## src/design/dabpr_pkg.sv

```systemverilog
package dabpr_pkg;

  localparam logic [1:0] MODE_I  = 2'd0;
  localparam logic [1:0] MODE_II = 2'd1;
  localparam logic [1:0] MODE_IV = 2'd2;

  // half widths per mode and the band width
  localparam int HALF_M1 = 768;
  localparam int HALF_M2 = 192;
  localparam int HALF_M4 = 384;
  localparam int BAND_W  = 32;

  // band entry: row i in [3:2], offset n in [1:0], lowest k first
  localparam logic [3:0] BANDS_M1 [48] = '{
    4'h1, 4'h6, 4'h8, 4'hD, 4'h3, 4'h6, 4'hA, 4'hF, 4'h2, 4'h5, 4'hA, 4'hF,
    4'h1, 4'h6, 4'hB, 4'hF, 4'h2, 4'h6, 4'hA, 4'hD, 4'h1, 4'h7, 4'h9, 4'hE,
    4'h3, 4'hD, 4'h9, 4'h5, 4'h2, 4'hE, 4'h9, 4'h4, 4'h2, 4'hE, 4'hB, 4'h7,
    4'h0, 4'hE, 4'h9, 4'h7, 4'h3, 4'hF, 4'hB, 4'h4, 4'h3, 4'hC, 4'h9, 4'h5
  };
  localparam logic [3:0] BANDS_M2 [12] = '{
    4'h2, 4'h7, 4'hA, 4'hE, 4'h1, 4'h6, 4'h8, 4'h6, 4'h2, 4'hD, 4'h8, 4'h7
  };
  localparam logic [3:0] BANDS_M4 [24] = '{
    4'h0, 4'h5, 4'h9, 4'hE, 4'h2, 4'h6, 4'h8, 4'hF, 4'h3, 4'h5, 4'hB, 4'hE,
    4'h0, 4'hD, 4'h8, 4'h6, 4'h0, 4'hD, 4'hA, 4'h6, 4'h2, 4'hD, 4'hB, 4'h4
  };

  // rows of h, period 16
  localparam logic [1:0] HROW [4][16] = '{
    '{2'd0, 2'd2, 2'd0, 2'd0, 2'd0, 2'd0, 2'd1, 2'd1,
      2'd2, 2'd0, 2'd0, 2'd0, 2'd2, 2'd2, 2'd1, 2'd1},
    '{2'd0, 2'd3, 2'd2, 2'd3, 2'd0, 2'd1, 2'd3, 2'd0,
      2'd2, 2'd1, 2'd2, 2'd3, 2'd2, 2'd3, 2'd3, 2'd0},
    '{2'd0, 2'd0, 2'd0, 2'd2, 2'd0, 2'd2, 2'd1, 2'd3,
      2'd2, 2'd2, 2'd0, 2'd2, 2'd2, 2'd0, 2'd1, 2'd3},
    '{2'd0, 2'd1, 2'd2, 2'd1, 2'd0, 2'd3, 2'd3, 2'd2,
      2'd2, 2'd3, 2'd2, 2'd1, 2'd2, 2'd1, 2'd3, 2'd2}
  };

  typedef struct packed {
    logic       valid;
    logic       ok;
    logic [1:0] mode;
    logic [5:0] band;
    logic [3:0] col;
  } dabpr_loc_t;

  typedef struct packed {
    logic       valid;
    logic       ok;
    logic [1:0] row;
    logic [1:0] offs;
    logic [3:0] col;
  } dabpr_ent_t;

endpackage

```

## src/design/dabpr_band_locate.sv

```systemverilog
module dabpr_band_locate #(
  parameter int HALF_CARRIERS = 768
) (
  input  logic                     clk,
  input  logic                     rst,
  input  logic                     in_valid,
  input  logic signed [10:0]       k,
  input  logic [1:0]               mode,
  output dabpr_pkg::dabpr_loc_t    loc
);
  import dabpr_pkg::*;

  localparam int LIM_M1 = (HALF_CARRIERS < HALF_M1) ? HALF_CARRIERS : HALF_M1;
  localparam int LIM_M2 = (HALF_CARRIERS < HALF_M2) ? HALF_CARRIERS : HALF_M2;
  localparam int LIM_M4 = (HALF_CARRIERS < HALF_M4) ? HALF_CARRIERS : HALF_M4;

  logic signed [11:0] ks;
  logic signed [11:0] half;
  logic signed [11:0] lim;
  logic [5:0]         base;
  logic               mode_ok;
  logic signed [11:0] off;
  logic               ok;
  logic [5:0]         band;

  assign ks = {k[10], k};

  always_comb begin
    unique case (mode)
      MODE_I: begin
        half = 12'(HALF_M1); lim = 12'(LIM_M1); base = 6'(HALF_M1 / BAND_W);
        mode_ok = 1'b1;
      end
      MODE_II: begin
        half = 12'(HALF_M2); lim = 12'(LIM_M2); base = 6'(HALF_M2 / BAND_W);
        mode_ok = 1'b1;
      end
      MODE_IV: begin
        half = 12'(HALF_M4); lim = 12'(LIM_M4); base = 6'(HALF_M4 / BAND_W);
        mode_ok = 1'b1;
      end
      default: begin
        half = '0; lim = '0; base = '0;
        mode_ok = 1'b0;
      end
    endcase
  end

  always_comb begin
    ok  = mode_ok && (ks != 12'sd0) && (ks <= lim) && (ks >= -lim);
    off = ks[11] ? (ks + half) : (ks - 12'sd1);
    band = ks[11] ? {1'b0, off[9:5]} : (base + {1'b0, off[9:5]});
  end

  always_ff @(posedge clk) begin
    if (rst) begin
      loc.valid <= 1'b0;
    end else begin
      loc.valid <= in_valid;
    end
    loc.ok   <= ok;
    loc.mode <= mode;
    loc.band <= band;
    loc.col  <= off[3:0];
  end

endmodule

```

## src/design/dabpr_band_lookup.sv

```systemverilog
module dabpr_band_lookup (
  input  logic                   clk,
  input  logic                   rst,
  input  dabpr_pkg::dabpr_loc_t  loc,
  output dabpr_pkg::dabpr_ent_t  ent
);
  import dabpr_pkg::*;

  logic [3:0] entry;

  always_comb begin
    unique case (loc.mode)
      MODE_I:  entry = (loc.band < 6'd48) ? BANDS_M1[loc.band] : 4'h0;
      MODE_II: entry = (loc.band < 6'd12) ? BANDS_M2[loc.band[3:0]] : 4'h0;
      MODE_IV: entry = (loc.band < 6'd24) ? BANDS_M4[loc.band[4:0]] : 4'h0;
      default: entry = 4'h0;
    endcase
  end

  always_ff @(posedge clk) begin
    if (rst) begin
      ent.valid <= 1'b0;
    end else begin
      ent.valid <= loc.valid;
    end
    ent.ok   <= loc.ok;
    ent.row  <= entry[3:2];
    ent.offs <= entry[1:0];
    ent.col  <= loc.col;
  end

endmodule

```

## src/design/dabpr_phase_map.sv

```systemverilog
module dabpr_phase_map (
  input  logic                   clk,
  input  logic                   rst,
  input  dabpr_pkg::dabpr_ent_t  ent,
  output logic                   done,
  output logic [1:0]             phase_quadrant,
  output logic signed [1:0]      ref_real,
  output logic signed [1:0]      ref_imag,
  output logic                   in_band
);
  import dabpr_pkg::*;

  logic [1:0]        q;
  logic signed [1:0] re;
  logic signed [1:0] im;

  always_comb begin
    q = HROW[ent.row][ent.col] + ent.offs;  // wraps mod 4
    unique case (q)
      2'd0:    begin re = 2'sd1;  im = 2'sd0;  end
      2'd1:    begin re = 2'sd0;  im = 2'sd1;  end
      2'd2:    begin re = -2'sd1; im = 2'sd0;  end
      default: begin re = 2'sd0;  im = -2'sd1; end
    endcase
  end

  always_ff @(posedge clk) begin
    if (rst) begin
      done <= 1'b0;
    end else begin
      done <= ent.valid;
    end
    phase_quadrant <= ent.ok ? q  : 2'd0;
    ref_real       <= ent.ok ? re : 2'sd0;
    ref_imag       <= ent.ok ? im : 2'sd0;
    in_band        <= ent.ok;
  end

endmodule

```

## src/design/dab_phase_reference_gen.sv

```systemverilog
// Channel   | Signals                                   | Transfer when
// ----------+-------------------------------------------+----------------------
// command   | start, busy, carrier_index                | start && !busy
// result    | done, phase_quadrant, ref_real, ref_imag, | done (one cycle)
//           | in_band                                   |
// config    | cfg_valid, cfg_ready, cfg_data            | cfg_valid && cfg_ready
//
// One carrier per clock.
// Stages: input register, band locate, band table lookup, phase map.
// rst (synchronous) clears valid bits and sets transmission_mode to mode I.
// busy stays low: the receiver cannot stall, so nothing ever backs up.
module dab_phase_reference_gen #(
  parameter int HALF_CARRIERS = 768
) (
  input  logic               clk,
  input  logic               rst,
  input  logic               start,
  output logic               busy,
  input  logic signed [10:0] carrier_index,
  output logic               done,
  output logic [1:0]         phase_quadrant,
  output logic signed [1:0]  ref_real,
  output logic signed [1:0]  ref_imag,
  output logic               in_band,
  input  logic               cfg_valid,
  output logic               cfg_ready,
  input  logic [1:0]         cfg_data
);
  import dabpr_pkg::*;

  logic               s0_valid;
  logic signed [10:0] s0_k;
  logic [1:0]         transmission_mode;
  dabpr_loc_t         loc;
  dabpr_ent_t         ent;

  assign busy      = 1'b0;
  assign cfg_ready = 1'b1;

  // mode register; the user must write it only while the pipe is empty, the block does not enforce it
  always_ff @(posedge clk) begin
    if (rst) begin
      transmission_mode <= MODE_I;
    end else if (cfg_valid && cfg_ready) begin
      transmission_mode <= cfg_data;
    end
  end

  // input register
  always_ff @(posedge clk) begin
    if (rst) begin
      s0_valid <= 1'b0;
    end else begin
      s0_valid <= start && !busy;
    end
    s0_k <= carrier_index;
  end

  // band index, column and range check
  dabpr_band_locate #(
    .HALF_CARRIERS(HALF_CARRIERS)
  ) u_locate (
    .clk      (clk),
    .rst      (rst),
    .in_valid (s0_valid),
    .k        (s0_k),
    .mode     (transmission_mode),
    .loc      (loc)
  );

  // row i and offset n of the band
  dabpr_band_lookup u_lookup (
    .clk (clk),
    .rst (rst),
    .loc (loc),
    .ent (ent)
  );

  // (h[i][j] + n) mod 4 and the unit value
  dabpr_phase_map u_map (
    .clk            (clk),
    .rst            (rst),
    .ent            (ent),
    .done           (done),
    .phase_quadrant (phase_quadrant),
    .ref_real       (ref_real),
    .ref_imag       (ref_imag),
    .in_band        (in_band)
  );

endmodule

```

## config.mk

```make
export PLATFORM = sky130hd
export DESIGN_NAME = dab_phase_reference_gen
export DESIGN_NICKNAME = d
export VERILOG_FILES = /design/src/design/dabpr_pkg.sv /design/src/design/dabpr_band_locate.sv /design/src/design/dabpr_band_lookup.sv /design/src/design/dabpr_phase_map.sv /design/src/design/dab_phase_reference_gen.sv
export SDC_FILE = /design/constraint.sdc
export NUM_CORES = 1
export LEC_CHECK = 0
export ABC_AREA = 1
export BUFFER_PORTS_ARGS = -buffer_cell sky130_fd_sc_hd__buf_2
export CAP_MARGIN = 20
export CORE_MARGIN = 5
export CORE_UTILIZATION = 55
export CTS_CLUSTER_DIAMETER = 100
export DETAILED_ROUTE_END_ITERATION = 10
export GPL_ROUTABILITY_DRIVEN = 0
export PLACE_DENSITY_LB_ADDON = 0.05
export SYNTH_ARGS = -nofsm -noshare
export SYNTH_HDL_FRONTEND = slang
export SYNTH_SLANG_ARGS = --single-unit
```

## constraint.sdc

```tcl
create_clock -name clk -period 4 [get_ports clk]
set_input_delay 0.8 -clock clk [delete_from_list [all_inputs] [get_ports clk]]
set_output_delay 0.8 -clock clk [all_outputs]
set_load 0.01 [all_outputs]
```

==> reports/qor.yml, run 1 <==
cp.required_ns: 4.20
core_mm2: 0.00479
syn_area_mm2: 0.00276
die_w_um: 80.8
nets: 460
synthDistinctLibCells: 30
critical_path_class: "register to register"
drc: 0
synth.area.top_cells: "dfxtp_1 33%, ha_1 17%, nand2_1 12%"
yosysSeqAreaShare: 0.327
final.min_clock_period_ns: 3.01
row_count: 25
gr-usage-all-layers: 0.182
wl_per_cell_um: 11.4
regArea_um2: 901
grt_start_max_net_pins: 18
syn-instance-count: 377
vias: 2371
fillers: 421
synth.net_count: 434
clkPwrFrac: 0.214
cap_violations: 0
io_pins: 27
tns_ns: 0
cts_root_buf: "clkbuf_8"
grt_pass1_wl_mm: 9.40
swShare: 0.380
crit_arrival_ns: 3.21
multi_input_area_mm2: 0.00157
p_comb_frac: 0.359
crit_slowest_cell: "dfxtp_1"
numCtsBuffers: 5
cts_sinks: 45
num_antenna_cells: 0
holdCritPathClass: "register to register"
min_path_cells: 0
synth_compound_area_frac: 0.105
tightest_slew_ns: 0.533
path_max_fanout: 7
dr.pass1.iters: 4
p_leak_nw: 1.61
r2r_cells: 16
yosys.area_share.xor_xnor: 0.0223
maxSlewViolCount: 0
path_cells: "inv_1, ha_1, inv_1, nand2_1, ha_1, nand2_1, inv_1, a21oi_1, nand3b_1, and2_1, ha_1, a21oi_1, nand2_1, xor2_1, nand2_1, nand2_1"
drt_iter0_markers: 93
powerDensity_mw_per_mm2: 469
path_clk_slew_ns: 0.09
avgSynthCellArea_um2: 7.31
vias_per_cell: 5.03
syn2layout_area_growth_pct: 9.31
setup_viol: 0
portBuffers: 24
grt_pass1_vias: 2258
drive_gt1_frac: 0.0866
final_common_cell: "nand2_1"
cp_top_family: "adder cells"
grt_overflow: 0
cts_tree: "yes"
finalClockSkew_ns: 0.00521
clock.fmax_ghz: 0.332
synthSimpleGateAreaFrac: 0.252
cp_common_cell: "nand2_1"
mostFrequentLayoutCells: "88 x nand2_1, 60 x inv_1, 45 x dfxtp_1, 38 x ha_1, 31 x nor2_1"
dp_hpwl_mm: 4.21
worst-path-stages: 16
cp-start-kind: "register"
rsz0062_at_grt: "no"
synth_top_family_by_area: "simple AND/OR/NAND/NOR gates"
max-slew-margin-rel: 0.644
cts_max_path_buffers: 2
hold_buffers: 0
seq_power_share: 0.427
path_buf_inv: 3
fin_crit_sh: 0.753
post-cts-setup-buffers: 0
endpoint_kind: "register"
dieArea_mm2: 0.00652
synth_top_area_share: 0.327
outcome: "completed"
yosys.area.top_type: "dfxtp_1"
max_stage_delay_ns: 0.46
start_util: 0.576
htreeDepth: 2
cts_resized: 0
synthAdderAreaFrac: 0.187
synthMuxAreaShare: 0
die_h_um: 80.8
clk_latency_ns: 0.30
vdd_drop_max_v: 0.000235
p_sw_mw: 0.537
yosysWarnings: 0
setup_ws_ns: 0.988
antenna_found_initial: 0
internal_power_mw: 0.875
dpl_worst_slack_ns: 1.02
ant_nets: 0
final-hold-violation-count: 0
synth_seq_cells: 45
wirelength_mm: 5.38
==> routing by layer <==
metal	GRT usage	up-vias	routed length, um
met4	0.0794	0	120
met5	0	-	0
met3	0.0310	13	176
li1	-	1252	-
met2	0.327	41	2700
met1	0.213	1065	2380
==> stage by stage <==
stage,utilization,std cells,power (mW),hold slack [ns],area (um2)
final,0.629,471,1.41,0.333,3010
after floorplan,-,377,1.00,0.310,2760
after detailed placement,0.609,463,1.12,0.312,2910
after CTS,0.629,471,1.42,0.336,3010
after global routing,0.629,471,1.54,0.341,3010
after global placement,0.609,463,1.11,0.311,2910
==> power groups by stage <==
| stage | clock (mW) | combinational, mW | sequential [mW] |
|---|---|---|---|
| 6_report | 0.302 | 0.507 | 0.602 |
| 5_1_grt | 0.333 | 0.590 | 0.615 |
| 4_1_cts | 0.311 | 0.509 | 0.602 |
| 3_5_place_dp | 0 | 0.504 | 0.612 |
| 3_3_place_gp | 0 | 0.502 | 0.611 |
| 2_1_floorplan | 0 | 0.409 | 0.595 |
==> worst register-to-register path, delay by kind of cell, from the launching register on <==
family	cells	cell delay, ns
flops	1	0.46
fa+ha+maj	3	1.00
buf+inv	3	0.34
simple gates	7	0.67
compound gates	2	0.31
xor+xnor	1	0.14
==> final cells by class <==
class                           instances  area share
Clock buffer                            6      0.0274
Multi-Input combinational cell        265       0.521
Inverter                               60      0.0748
Timing Repair Buffer                   26      0.0449
Sequential cell                        45       0.299
Tap cell                               67      0.0278
Clock inverter                          2     0.00540
==> sequential cells by signal, indices dropped and copies added (netlist names) <==
signal,flops
s0_valid,1
u_map.ref_imag,2
u_map.in_band,1
s0_k,11
u_lookup.ent,10
u_map.done,1
u_locate.loc,14
u_map.ref_real,2
transmission_mode,2
u_map.phase_quadrant,1
==> Yosys cell counts <==
master and n:
nand2_1 88, inv_1 60, dfxtp_1 45, ha_1 38
nor2_1 31, nand3_1 29, a21oi_1 22, o21ai_0 15
xor2_1 7, and2_1 3, buf_4 3, buf_6 3
nand3b_1 3, nand4_1 3, nor3_1 3, o211ai_1 3
o21ai_1 3, o21bai_1 3, a211oi_1 2, conb_1 2
fa_1 2, a21boi_0 1, a22oi_1 1, a31oi_1 1
buf_2 1, nor3b_1 1, nor4_1 1, o221ai_1 1
or2_1 1, or2_2 1
==> worst paths after layout <==
| check | startpoint | end | slack [ns] |
|---|---|---|---|
| setup / recovery | transmission_mode[0] | u_locate.loc[8] | 0.99 |
| hold / removal | u_locate.loc[1] | u_lookup.ent[1] | 0.33 |
| setup reg to reg | transmission_mode[0] | u_locate.loc[8] | 0.99 |
| hold reg to reg | u_locate.loc[1] | u_lookup.ent[1] | 0.33 |
==> cells by family after synthesis <==
logic type / after synthesis
buffers and inverters: 67
AND/OR/NAND/NOR: 164
other: 2
adder cells (fa/ha/maj): 40
flip-flops: 45
AO/OA/AOI/OAI: 52
XOR/XNOR: 7
No activity file was read; power rests on OpenSTA's default activity.
==> run 2, diff against run 1 <==
- clock period: 4 -> 2.9 ns (I/O delays scaled with it)
==> run 2 against run 1 <==
Sequential power rose by 38%. Worst hold slack got worse by 0.0095 ns. Final cell count rose by 0.42%. Register-to-register slack got worse by 0.81 ns. Via count fell by 0.46%. Critical path depth did not move. Die area did not move. Core utilization rose by 1.1 points. Non-clock buffer count rose by 2. Maximum frequency rose by 11%. Clock skew rose by 0.0053 ns. Critical path type unchanged.
==> reports/qor.yml, run 2 (synthesis results as in run 1) <==
outcome: "completed"
die_h_um: 80.8  # unchanged
p_comb_frac: 0.350  # -0.009
finish.cell_count_without_fillers: 473  # +0.42%
htreeDepth: 2  # unchanged
cp-start-kind: "register"
drt_iter0_markers: 96  # +3.2%
portBuffers: 24  # unchanged
setup_ws_ns: 0.181  # -0.807 ns
internal_power_mw: 1.28  # +47%
path_max_fanout: 5  # -2
mostFrequentLayoutCells: "88 x nand2_1, 60 x inv_1, 44 x dfxtp_1, 37 x ha_1, 31 x nor2_1"
grt_overflow: 0  # unchanged
clkPwrFrac: 0.242  # +0.028
final_common_cell: "nand2_1"
vias: 2360  # -0.46%
clk_latency_ns: 0.30  # about the same
r2r_slack_ns: 0.18  # -0.81 ns
min_path_cells: 0  # unchanged
die_w_um: 80.8  # unchanged
fin_crit_sh: 0.938  # +0.185
seq_power_share: 0.408  # -0.019
setup.worst_path.start: "transmission_mode[0]"
maxSlewViolCount: 0  # unchanged
hold_end: "u_lookup.ent[0]"
cts_max_path_buffers: 2  # unchanged
wl_per_cell_um: 11.4  # -0.50%
tns_ns: 0  # unchanged
dpl_worst_slack_ns: 0.121  # -0.902 ns
max-slew-margin-rel: 0.658  # +0.0137
gr-usage-all-layers: 0.176  # -0.00640
grt_pass1_wl_mm: 8.99  # -4.4%
dpl_cell_area_mm2: 0.00293  # +0.52%
p_sw_mw: 0.751  # +40%
final_core_util: 0.640  # +0.0110
dp_hpwl_mm: 4.27  # +1.4%
start_util: 0.576  # unchanged
setup_viol: 0  # unchanged
vdd_drop_max_v: 0.000296  # +26%
cts_sinks: 45  # unchanged
core_mm2: 0.00479  # unchanged
cts_root_buf: "clkbuf_8"
max_stage_delay_ns: 0.34  # -0.12 ns
syn2layout_area_growth_pct: 11.2
nets: 462  # +0.43%
wirelength_mm: 5.37  # about the same
r2r-end: "u_locate.loc[8]"
whs_ns: 0.324  # -0.00954 ns
antenna_found_initial: 0  # unchanged
ant_nets: 0  # unchanged
rsz0062_at_grt: "no"
clock.fmax_ghz: 0.368  # +11%
path_clk_slew_ns: 0.09  # about the same
hp-start: "u_locate.loc[0]"
timing.rr.start: "transmission_mode[0]"
dr.pass1.iters: 4  # unchanged
r2r_cells: 16  # unchanged
final-hold-violation-count: 0  # unchanged
largest_register_ffs: 14  # unchanged
grt_start_max_net_pins: 18  # unchanged
io_pins: 27  # unchanged
cts_tree: "yes"
cp.required_ns: 3.11  # -1.09 ns
dieArea_mm2: 0.00652  # unchanged
holdCritPathClass: "register to register"
cp_top_family: "adder cells"
final.min_clock_period_ns: 2.72  # -0.293 ns
drive_gt1_frac: 0.0985  # +0.0119
powerDensity_mw_per_mm2: 663  # +42%
row_count: 25  # unchanged
endpoint_kind: "register"
max_flop_register: "u_locate.loc"
final_area_mm2: 0.00306  # +1.7%
reg.largest.list: "u_locate.loc x14, s0_k x11, u_lookup.ent x10"
swShare: 0.369  # -0.0111
crit_slowest_cell: "dfxtp_1"
finalClockSkew_ns: 0.0105  # +0.00531 ns
cp_common_cell: "nand2_1"
critical_path_class: "register to register"
cap_violations: 0  # unchanged
drc: 0  # unchanged
tightest_slew_ns: 0.512  # -0.0205 ns
grt_pass1_vias: 2165  # -4.1%
crit_arrival_ns: 2.93  # -0.28 ns
p_leak_nw: 1.63  # +1.5%
path_cells: "buf_4, ha_1, inv_1, nand2_1, ha_1, nand2_1, inv_1, a21oi_1, nand3b_1, and2_1, ha_1, a21oi_1, nand2_1, xor2_1, nand2_1, nand2_1"
vias_per_cell: 4.99  # -0.88%
dp.cells: 465  # +0.43%
finalPower_mw: 2.03  # +44%
num_antenna_cells: 0  # unchanged
path_buf_inv: 3  # unchanged
numCtsBuffers: 5  # unchanged
run 2: repair_timing:
action	4_1_cts	5_1_grt
endpoints found under the setup margin	0	3
hold buffers	0	0
gates resized for setup	0	3
setup buffers	0	0
run 2: area by class of cell:
type,instances,area (um2)
timing repair buffer,28,150
clock buffer,5,68.8
multi-input combinational,265,1580
sequential,45,902
clock inverter,3,50.0
tap,67,83.8
fill,439,1720
inverter,60,225
run 2: worst max-delay path by stage:
| stage | end | slack (ns) | cells past startpoint |
|---|---|---|---|
| 5_1_grt | u_locate.loc[8] | 0.002 | 16 |
| 6_report | u_locate.loc[8] | 0.18 | 16 |
| 4_1_cts | u_locate.loc[8] | 0.13 | 16 |
| 2_1_floorplan | u_locate.loc[8] | 0.19 | 16 |
| 3_5_place_dp | u_locate.loc[8] | 0.12 | 16 |
| 3_3_place_gp | u_locate.loc[8] | 0.23 | 16 |
run 2: power groups by stage:
stage          clock network [mW]  registers, mW  logic [mW]
2_1_floorplan                   0          0.820       0.564
3_3_place_gp                    0          0.842       0.693
3_5_place_dp                    0          0.844       0.705
4_1_cts                     0.509          0.830       0.709
5_1_grt                     0.537          0.849       0.819
6_report                    0.491          0.829       0.712
run 2: routing by layer:
| metal | vias up | wire length, um | global-route usage |
|---|---|---|---|
| li1 | 1262 | - | - |
| met5 | - | 0 | 0 |
| met3 | 6 | 204 | 0.0333 |
| met1 | 1050 | 2330 | 0.202 |
| met2 | 42 | 2740 | 0.323 |
| met4 | 0 | 95 | 0.0642 |
run 2: worst reg2reg max path, stage by stage, from the launching register on:
cell      delay [ns]
dfxtp_1         0.34
buf_4           0.16
ha_1            0.25
inv_1           0.09
nand2_1         0.06
ha_1            0.33
nand2_1         0.11
inv_1           0.04
a21oi_1         0.17
nand3b_1        0.11
and2_1          0.19
ha_1            0.32
a21oi_1         0.14
nand2_1         0.08
xor2_1          0.14
nand2_1         0.05
nand2_1         0.04
==> run 3, diff against run 2 <==
- CTS_BUF_LIST: unset -> sky130_fd_sc_hd__clkbuf_8
- PLACE_DENSITY: unset -> 0.75
- PLACE_DENSITY_LB_ADDON: 0.05 -> unset
==> run 3 against run 2 <==
Global-route usage up 0.93 points. Die area unchanged. Power down 0.29%. Final cell count unchanged. Flip-flop and latch count unchanged. Via count down 0.68%. Wire length down 0.54%. Final area about the same. Sequential power about the same. Count of clock-buffer cells in the layout unchanged. Worst hold slack about the same. Core utilization up 0.052 points. Critical path type unchanged. Critical endpoint unchanged. Largest cell class unchanged.
==> reports/qor.yml, run 3 (synthesis results as in run 1) <==
reg.largest.list: "u_locate.loc x14, s0_k x11, u_lookup.ent x10"
dpl_worst_slack_ns: 0.129  # +0.00763 ns
dp.cells: 465  # unchanged
post-cts-setup-buffers: 0  # unchanged
grt_start_max_net_pins: 18  # unchanged
wirelength_mm: 5.35  # -0.54%
finish.cell_count_without_fillers: 473  # unchanged
max-slew-margin-rel: 0.651  # -0.00670
gr-usage-all-layers: 0.185  # +0.00935
vias_per_cell: 4.96  # -0.68%
vdd_drop_max_v: 0.000316  # +6.9%
critical_path_class: "register to register"
vias: 2344  # -0.68%
die_h_um: 80.8  # unchanged
dp_hpwl_mm: 4.27  # about the same
cp.required_ns: 3.09  # -0.02 ns
final-hold-violation-count: 0  # unchanged
fillers: 433  # -1.4%
cts_root_buf: "clkbuf_8"
cap_violations: 0  # unchanged
cts_tree: "yes"
dieArea_mm2: 0.00652  # unchanged
grt_overflow: 0  # unchanged
dr.pass1.iters: 4  # unchanged
antenna_found_initial: 0  # unchanged
p_leak_nw: 1.63  # about the same
largest_register_ffs: 14  # unchanged
htreeDepth: 2  # unchanged
setup_ws_ns: 0.202  # +0.0211 ns
rsz0062_at_grt: "no"
io_pins: 27  # unchanged
portBuffers: 24  # unchanged
cp-start-kind: "register"
clock.fmax_ghz: 0.371  # +0.78%
outcome: "completed"
die_w_um: 80.8  # unchanged
core_mm2: 0.00479  # unchanged
final.min_clock_period_ns: 2.70  # -0.0211 ns
drt_iter0_markers: 98  # +2.1%
nets: 462  # unchanged
cp_common_cell: "nand2_1"
endpoint_kind: "register"
clk_latency_ns: 0.30  # about the same
grt_pass1_wl_mm: 9.56  # +6.3%
numCtsBuffers: 5  # unchanged
ant_nets: 0  # unchanged
tightest_slew_ns: 0.522  # +0.0100 ns
row_count: 25  # unchanged
drive_gt1_frac: 0.101  # +0.00246
drc: 0  # unchanged
maxSlewViolCount: 0  # unchanged
crit_slowest_cell: "dfxtp_2"
setup_viol: 0  # unchanged
cts_sinks: 45  # unchanged
cts_max_path_buffers: 2  # unchanged
cts_resized: 0  # unchanged
finalClockSkew_ns: 0.00862  # -0.00190 ns
holdCritPathClass: "register to register"
num_antenna_cells: 0  # unchanged
final_common_cell: "nand2_1"
wl_per_cell_um: 11.3  # -0.54%
finalPower_mw: 2.03  # -0.29%
mostFrequentLayoutCells: "88 x nand2_1, 60 x inv_1, 44 x dfxtp_1, 37 x ha_1, 30 x nor2_1"
max_flop_register: "u_locate.loc"
powerDensity_mw_per_mm2: 661  # -0.37%
hold_buffers: 0  # unchanged
syn2layout_area_growth_pct: 11.3  # about the same
crit_arrival_ns: 2.89  # -0.04 ns
fin_crit_sh: 0.930  # -0.00729
path_max_fanout: 5  # unchanged
start_util: 0.576  # unchanged
path_clk_slew_ns: 0.09  # about the same
grt_pass1_vias: 2315  # +6.9%
tns_ns: 0  # unchanged
path_cells: "inv_1, ha_1, inv_1, nand2_1, ha_1, nand2_1, inv_1, a21oi_2, nand3b_1, and2_1, ha_1, a21oi_1, nand2_1, xor2_1, nand2_1, nand2_1"
max_stage_delay_ns: 0.38  # +0.04 ns
==> run 3: cell counts in the layout (fill, tap and decap cells not counted) <==
Identical to the previous run, type by type.
==> run 3: path summary, 6_finish.rpt <==
path / depth (start not counted) / end / slack (ns) / startpoint
worst max register to register: 16 / u_locate.loc[8] / 0.20 / transmission_mode[1]
worst max-delay path: 16 / u_locate.loc[8] / 0.20 / transmission_mode[1]
worst min-delay path: 0 / u_lookup.ent[8] / 0.32 / u_locate.loc[12]
worst min register to register: 0 / u_lookup.ent[8] / 0.32 / u_locate.loc[12]
==> run 3: critical path: cells and delay by family, from the launching register on <==
kind	cells	cell delay, ns
adders and majority gates	3	0.91
and+or+nand+nor	7	0.64
DFF	1	0.38
AOI/OAI and AO/OA	2	0.28
buffers and inverters	3	0.25
xor gates and xnor gates	1	0.14
==> run 3: metrics by stage <==
| stage | hold slack (ns) | instance area, um2 | util |
|---|---|---|---|
| finish | 0.324 | 3070 | 0.641 |
| global route | 0.333 | 3070 | 0.641 |
| CTS | 0.322 | 3050 | 0.637 |
| detailed placement | 0.312 | 2930 | 0.612 |
| global placement | 0.312 | 2930 | 0.612 |
| floorplan | 0.310 | 2760 | - |
==> run 3: report_power, final <==
group          internal [mW]  total, mW  switching [mW]
sequential             0.732      0.828          0.0956
combinational          0.285      0.711           0.426
clock                  0.264      0.488           0.224
total                   1.28       2.03           0.746
==> run 3: layout make-up <==
cell class / count / area [um2] / area share
clock buffers: 5 / 68.8 / 0.0224
clock inverters: 3 / 50.0 / 0.0163
inverters: 60 / 225 / 0.0734
multi-input cells: 265 / 1590 / 0.517
flip-flops and latches: 45 / 902 / 0.294
well taps: 67 / 83.8 / 0.0273
repair buffers: 28 / 150 / 0.0490
==> run 3: metal layers <==
| metal | GRT usage | vias up | part of all wire |
|---|---|---|---|
| li1 | - | 1259 | - |
| met1 | 0.212 | 1030 | 0.44 |
| met2 | 0.334 | 44 | 0.50 |
| met3 | 0.0366 | 11 | 0.036 |
| met4 | 0.0794 | 0 | 0.021 |
| met5 | 0 | - | 0 |
